--- src/address_range_set_table_macros.svh ---
// Assertion macros for the range table.
`ifndef ADDRESS_RANGE_SET_TABLE_MACROS_SVH
`define ADDRESS_RANGE_SET_TABLE_MACROS_SVH
`ifndef SYNTHESIS
`define ARST_ASSERT_IMPL(label, clk, rst_n, prop, msg) \
  label: assert property (@(posedge clk) disable iff (!rst_n) prop) else $error(msg);
`define ARST_ASSERT_NEXT(label, clk, rst_n, a, b, msg) \
  label: assert property (@(posedge clk) disable iff (!rst_n) (a) |=> (b)) else $error(msg);
`else
`define ARST_ASSERT_IMPL(label, clk, rst_n, prop, msg)
`define ARST_ASSERT_NEXT(label, clk, rst_n, a, b, msg)
`endif
`endif

--- src/arst_ram.sv ---
module arst_ram #(
  parameter int Width = 8,
  parameter int Depth = 16
) (
  input  logic                     clk,
  input  logic                     we,
  input  logic [$clog2(Depth)-1:0] waddr,
  input  logic [Width-1:0]         wdata,
  input  logic [$clog2(Depth)-1:0] raddr,
  output logic [Width-1:0]         rdata
);
  logic [Width-1:0] mem [Depth];

  always_ff @(posedge clk) begin
    if (we) begin
      mem[waddr] <= wdata;
    end
    rdata <= mem[raddr];
  end
endmodule

--- config.mk ---
export PLATFORM = sky130hd
export DESIGN_NAME = arst_ram
export DESIGN_NICKNAME = d
export VERILOG_FILES = /design/src/address_range_set_table_macros.svh /design/src/arst_ram.sv
export SDC_FILE = /design/constraint.sdc
export NUM_CORES = 1
export LEC_CHECK = 0
export BUFFER_PORTS_ARGS = -buffer_cell sky130_fd_sc_hd__buf_2
export CELL_PAD_IN_SITES_DETAIL_PLACEMENT = 1
export CELL_PAD_IN_SITES_GLOBAL_PLACEMENT = 1
export CORE_MARGIN = 2
export CORE_UTILIZATION = 56
export CTS_BUF_LIST = sky130_fd_sc_hd__clkbuf_8 sky130_fd_sc_hd__clkbuf_16
export DETAILED_ROUTE_END_ITERATION = 12
export PLACE_DENSITY_LB_ADDON = 0.05
export SLEW_MARGIN = 20
export SYNTH_ARGS = -nofsm -noshare
export SYNTH_HDL_FRONTEND = slang
export SYNTH_SLANG_ARGS = --single-unit
--- constraint.sdc ---
create_clock -name clk -period 2.92 [get_ports clk]
set_input_delay 0.438 -clock clk [delete_from_list [all_inputs] [get_ports clk]]
set_output_delay 0.438 -clock clk [all_outputs]
set_load 0.03 [all_outputs]
==> metrics, run 1 <==
status finished clean; number of sinks driven by the clock tree roughly 140; register bit count reported by yosys roughly 140; delay of the slowest cell on the worst path between 0.5 and 0.6 ns; class of the tightest hold or removal check input pin to register; number of design-rule violations left by the first detailed-router iteration around 180; count of standard-cell rows 34; portion of total power attributed to combinational logic 0.047; Die H 99.9 um; DR WL met3 636 um; layout-stage area growth over the synthesis result 17.7%; share of post-route cells with drive strength above 1 0.299; Initial Util 0.585; Setup CP Type input pin to register; net count of the finished layout 293; required time at the endpoint of the critical path between 3 and 4 ns; GPL Wtd Cong 0.700; proportion of power drawn by flip-flops and latches 0.467; Crit path arrival time slightly above 2 ns; Slew @ Worst Pin between 0.9 and 1 ns; Clk Latency, worst-skew pair 0.52 ns; buffers inserted during post-CTS setup optimization 0; maximum frequency from static timing analysis 615 MHz; number of antenna violations at the first check in global routing 0; metal1 wirelength roughly 4400 um; area of the die about 10000 um^2; clock tree buffer depth 2; placeable core region just under 9000 um^2; per-cell routed wire length ~26 um; minimum clock period 1.63 ns; Max transition margin 0.394; startpoint type of the worst setup path input pin; cell-internal power 3.76 mW; nature of the critical path endpoint register; Leak ~2.1 nW; HPWL Detailed 6250 um; cell chosen for the clock root sky130_fd_sc_hd__clkbuf_8; cell type of the slowest stage on the worst timing path sky130_fd_sc_hd__mux4_1; global router's overall resource usage 0.235; Final Core Density 0.688; Buf+Inv Stages, Crit Path 2; # hold bufs at CTS 0; cells resized by post-CTS repair 0; number of antenna diodes 0; clock tree skew after final layout 0.00732 ns; Avg Vias per Cell between 6 and 7; maximum number of pins on one net before global-route repair 33; CTS tree built; average cell area after synthesis about 22 um^2; sequential fraction of the synthesis area 0.778; instance area after placement between 5000 and 6000 um^2; Gate Count Post-Synth 229; area of all sequential standard cells around 4000 um^2; CP cell instances buf_2 -> buf_12 -> mux4_1 -> a22oi_1 -> nand2_1; switching portion of total power 0.201; first-pass GRT wire length between 15,000 and 20,000 um; count of yosys warnings during synthesis 0; leftover overflow at the end of global routing 0; Synth Cell Area a little over 5000 um^2; Largest delay share family, worst path buffers and inverters; hold violation count in the final report 0; Post-Synthesis Net Count approximately 250; fin crit share 0.557; met2 wirelength from detailed routing 5290 um; Power Dens Cells about 780 nW/um^2; switching power ~940 uW; routed vias ~2.4k; drt total wl 10,400 um; iteration count of the initial detailed-routing pass 4; CP max FO 17; level count of the clock H-tree 4; horizontal extent of the die 99.9 um; CTS Buf Count 17; most common cell after layout, fill and taps aside sky130_fd_sc_hd__edfxtp_1; fin area a little over 6000 um^2; count of buffers inserted at the top-level ports 25; top library cells by usage in the layout, fill and taps aside 128 x sky130_fd_sc_hd__edfxtp_1, 25 x sky130_fd_sc_hd__buf_2, 18 x sky130_fd_sc_hd__mux4_2; remaining antenna violation count after routing 0; count of final setup violators 0; number of maximum-capacitance constraint violations 0; Setup TNS 0 ns; area of the multi-input gates roughly 1100 um^2; fillers 696; final routed DRC violation total 0; clock share of power 0.485; via count of the first global-routing pass between 2k and 3k; unrepaired setup endpoints after global routing false; max-slew violations 0; clock-pin slew reported for the worst setup and hold paths after clock tree synthesis about 0.060 ns; Worst VDD drop approximately 0.43 mV; distinct cell type count of the synthesized netlist 19; io pins 26; highest metal used met4
==> stage by stage <==
step	cells	hold WS [ns]	power [mW]	setup slack, ns
6_report	396	0.313	4.70	1.29
5_1_grt	396	0.309	4.82	1.18
4_1_cts	396	0.289	4.73	1.26
3_5_place_dp	364	0.665	2.46	0.750
3_3_place_gp	364	0.648	2.44	0.811
2_1_floorplan	229	0.537	2.37	0.989
==> worst register-to-register path: stages (launching register included) <==
cell	delay [ns]
sky130_fd_sc_hd__edfxtp_1	0.39
sky130_fd_sc_hd__mux4_1	0.52
sky130_fd_sc_hd__a22oi_1	0.32
sky130_fd_sc_hd__nand2_1	0.09
==> cells in the mapped netlist <==
cell	number	share of area
sky130_fd_sc_hd__buf_4	1	0.0015
sky130_fd_sc_hd__nand3b_1	2	0.0029
sky130_fd_sc_hd__mux4_1	14	0.071
sky130_fd_sc_hd__a22oi_1	16	0.023
sky130_fd_sc_hd__clkdlybuf4s25_2	3	0.0058
sky130_fd_sc_hd__or3b_2	1	0.0017
sky130_fd_sc_hd__mux4_2	18	0.079
sky130_fd_sc_hd__nand2b_1	2	0.0024
sky130_fd_sc_hd__edfxtp_1	128	0.75
sky130_fd_sc_hd__and2b_1	1	0.0015
sky130_fd_sc_hd__nor2_1	13	0.0095
sky130_fd_sc_hd__nor2b_1	1	0.0012
sky130_fd_sc_hd__and2_1	1	0.0012
sky130_fd_sc_hd__nor3_1	4	0.0039
sky130_fd_sc_hd__buf_2	3	0.0029
sky130_fd_sc_hd__nand3_1	1	0.00097
sky130_fd_sc_hd__nand2_1	9	0.0066
sky130_fd_sc_hd__dfxtp_1	8	0.031
sky130_fd_sc_hd__buf_6	3	0.0066
==> per-layer routing <==
layer | vias up | global-route usage
met1 | 1249 | 0.325
met2 | 98 | 0.377
met3 | 17 | 0.0508
met5 | - | 0
met4 | 0 | 0.0854
li1 | 1065 | -
==> final cells by class <==
cell class	instances	share of cell area
clock buffer	18	0.0706
multi-input combinational	83	0.174
tap	108	0.0223
clock inverter	14	0.0345
sequential	136	0.661
timing repair buffer	37	0.0376
==> final timing paths <==
path	from	to	slack [ns]	cells past startpoint
max	raddr[0]	rdata[1]	1.29	5
min reg2reg	mem[14][2]	rdata[2]	0.68	3
min	wdata[1]	mem[12][1]	0.31	1
max reg2reg	mem[0][3]	rdata[3]	1.49	3
==> state kept, by name, indices dropped and copies added (netlist names) <==
register,flops
mem,128
rdata,8
==> power by group through the flow <==
stage	Sequential, mW	Clock, mW	Combinational (mW)
after floorplan	2.26	0	0.111
after global placement	2.23	0	0.213
after detailed placement	2.23	0	0.222
after CTS	2.20	2.31	0.227
after global routing	2.20	2.38	0.243
final	2.19	2.28	0.223
==> cell families (layout without fill, tap and decap cells) <==
kind of cell / count (synthesis) / count (layout) / synth area share
flip-flops: 136 / 136 / 0.778
AND/OR/NAND/NOR: 35 / 35 / 0.0318
multiplexers: 32 / 32 / 0.150
AO/OA/AOI/OAI: 16 / 16 / 0.0233
buffers and inverters: 10 / 69 / 0.0168
(Power assumes the default switching activity.)
==> inputs of run 2 (changes only) <==
- CORE_UTILIZATION: 56 -> 53
- clock period: 2.92 -> 1.7 ns (I/O delays scaled with it)
==> run 2 against run 1 <==
Effect of this change:
- clock power grew 50%
- worst hold slack got worse by 0.19 ns
- setup slack worse by 1.0 ns
- clock skew decreased by 0.0027 ns
- clock-buffer cell count is the same
- critical path type is now register to register
==> metrics, run 2 (synthesized netlist as in run 1, its figures left out) <==
class of the tightest hold or removal check input pin to register; Worst VDD drop between 0.6 and 0.7 mV; buffers inserted during post-CTS setup optimization 0; maximum frequency from static timing analysis roughly 700 MHz; net count of the finished layout slightly above 300; number of antenna diodes 0; Initial Util 0.552; number of design-rule violations left by the first detailed-router iteration 144; layout-stage area growth over the synthesis result 19.4%; Setup CP Type register to register; most common cell after layout, fill and taps aside sky130_fd_sc_hd__edfxtp_1; clock share of power 0.450; share of post-route cells with drive strength above 1 0.327; delay of the slowest cell on the worst path just over 0.5 ns; Setup TNS 0 ns; CTS tree built; nature of the critical path endpoint register; leftover overflow at the end of global routing 0; CP max FO 1; Crit path arrival time 1.83 ns; placeable core region 9330 um^2; required time at the endpoint of the critical path 2.09 ns; count of standard-cell rows 35; clock-pin slew reported for the worst setup and hold paths after clock tree synthesis ~0.060 ns; per-cell routed wire length 24.0 um; clock tree skew after final layout 0.00458 ns; Clk Latency, worst-skew pair 0.51 ns; Leak roughly 2.1 nW; routed vias roughly 2.5k; Buf+Inv Stages, Crit Path 0; unrepaired setup endpoints after global routing false; switching portion of total power 0.209; GPL Wtd Cong 0.726; switching power about 1.6 mW; count of buffers inserted at the top-level ports 25; Slew @ Worst Pin about 0.38 ns; maximum number of pins on one net before global-route repair 33; area of the die about 11,000 um^2; largest reg by FF count mem; number of sinks driven by the clock tree between 100 and 150; level count of the clock H-tree 4; cell-internal power around 6.0 mW; iteration count of the initial detailed-routing pass 4; clock tree buffer depth 2; Avg Vias per Cell approximately 5.8; Die H 103 um; cell type of the slowest stage on the worst timing path sky130_fd_sc_hd__mux4_1; PnR Total Power 7.60 mW; Largest delay share family, worst path multiplexers; cell chosen for the clock root sky130_fd_sc_hd__clkbuf_8; registers with the highest flip-flop counts mem x128, rdata x8; count of final setup violators 0; via count of the first global-routing pass about 2.8k; Power Dens Cells ~1200 nW/um^2; final routed DRC violation total 0; number of antenna violations at the first check in global routing 0; first-pass GRT wire length around 16,000 um; top library cells by usage in the layout, fill and taps aside 128 x sky130_fd_sc_hd__edfxtp_1, 25 x sky130_fd_sc_hd__buf_2, 20 x sky130_fd_sc_hd__buf_4; cells resized by post-CTS repair 0; number of cells after detailed placement about 400; Post-Layout Cell Count ~430; CTS Buf Count 17; max-slew violations 0; horizontal extent of the die between 100 and 150 um; proportion of power drawn by flip-flops and latches 0.496; remaining antenna violation count after routing 0; global router's overall resource usage 0.222; Max transition margin 0.745; io pins 26; portion of total power attributed to combinational logic 0.054; number of maximum-capacitance constraint violations 0; number of flip-flops in the largest register about 130; minimum clock period roughly 1.4 ns; status finished clean; Final Core Density 0.659; # hold bufs at CTS 0; hold violation count in the final report 0; startpoint type of the worst setup path register; CP cell instances mux4_1 -> a22oi_1 -> nand2_1; fin crit share 0.845; HPWL Detailed around 6700 um; Hold Slack approximately 0.12 ns; drt total wl between 10,000 and 15,000 um
[run 2: changes by cell type in the layout (fill, tap and decap cells not counted)]
cell                         change
sky130_fd_sc_hd__nor3_1          -1
sky130_fd_sc_hd__clkinv_1        +1
sky130_fd_sc_hd__clkinv_4        -1
sky130_fd_sc_hd__clkinvlp_4      +3
sky130_fd_sc_hd__bufinv_16       -3
sky130_fd_sc_hd__nor3_2          +1
sky130_fd_sc_hd__buf_4           +9
sky130_fd_sc_hd__buf_12          +3
[run 2: worst paths after layout]
| path | start | endpoint | slack [ns] | cells after the start |
|---|---|---|---|---|
| min | wdata[2] | mem[4][2] | 0.12 | 1 |
| max reg2reg | mem[1][1] | rdata[1] | 0.26 | 3 |
| min reg2reg | mem[11][4] | rdata[4] | 0.68 | 3 |
| max | mem[1][1] | rdata[1] | 0.26 | 3 |
[run 2: per-stage QoR]
step | instance area (um^2) | setup slack (ns)
after global placement | 5580 | 0.0135
after global routing | 6150 | 0.225
after floorplan | 5150 | 0.179
after detailed placement | 5580 | -0.0236
final | 6150 | 0.264
after CTS | 6150 | 0.288
[run 2: per-layer routing]
layer,vias to the layer above,routed length (um),track usage
met5,-,0,0
li1,1091,-,-
met2,97,5180,0.357
met3,24,521,0.0488
met1,1257,4340,0.292
met4,0,262,0.108
[run 2: area by class of cell]
cell class	instances	area, um^2
clock buffers	18	428
clock inverters	14	136
fillers	789	3180
multi-input cells	83	1060
flip-flops and latches	136	4000
well taps	129	161
repair buffers	49	355
[run 2: power by group through the flow]
stage / logic (mW) / registers, mW / clock network (mW)
global route: 0.444 / 3.78 / 3.60
CTS: 0.416 / 3.77 / 3.48
detailed placement: 0.413 / 3.84 / 0
floorplan: 0.191 / 3.88 / 0
finish: 0.411 / 3.77 / 3.42
global placement: 0.400 / 3.83 / 0
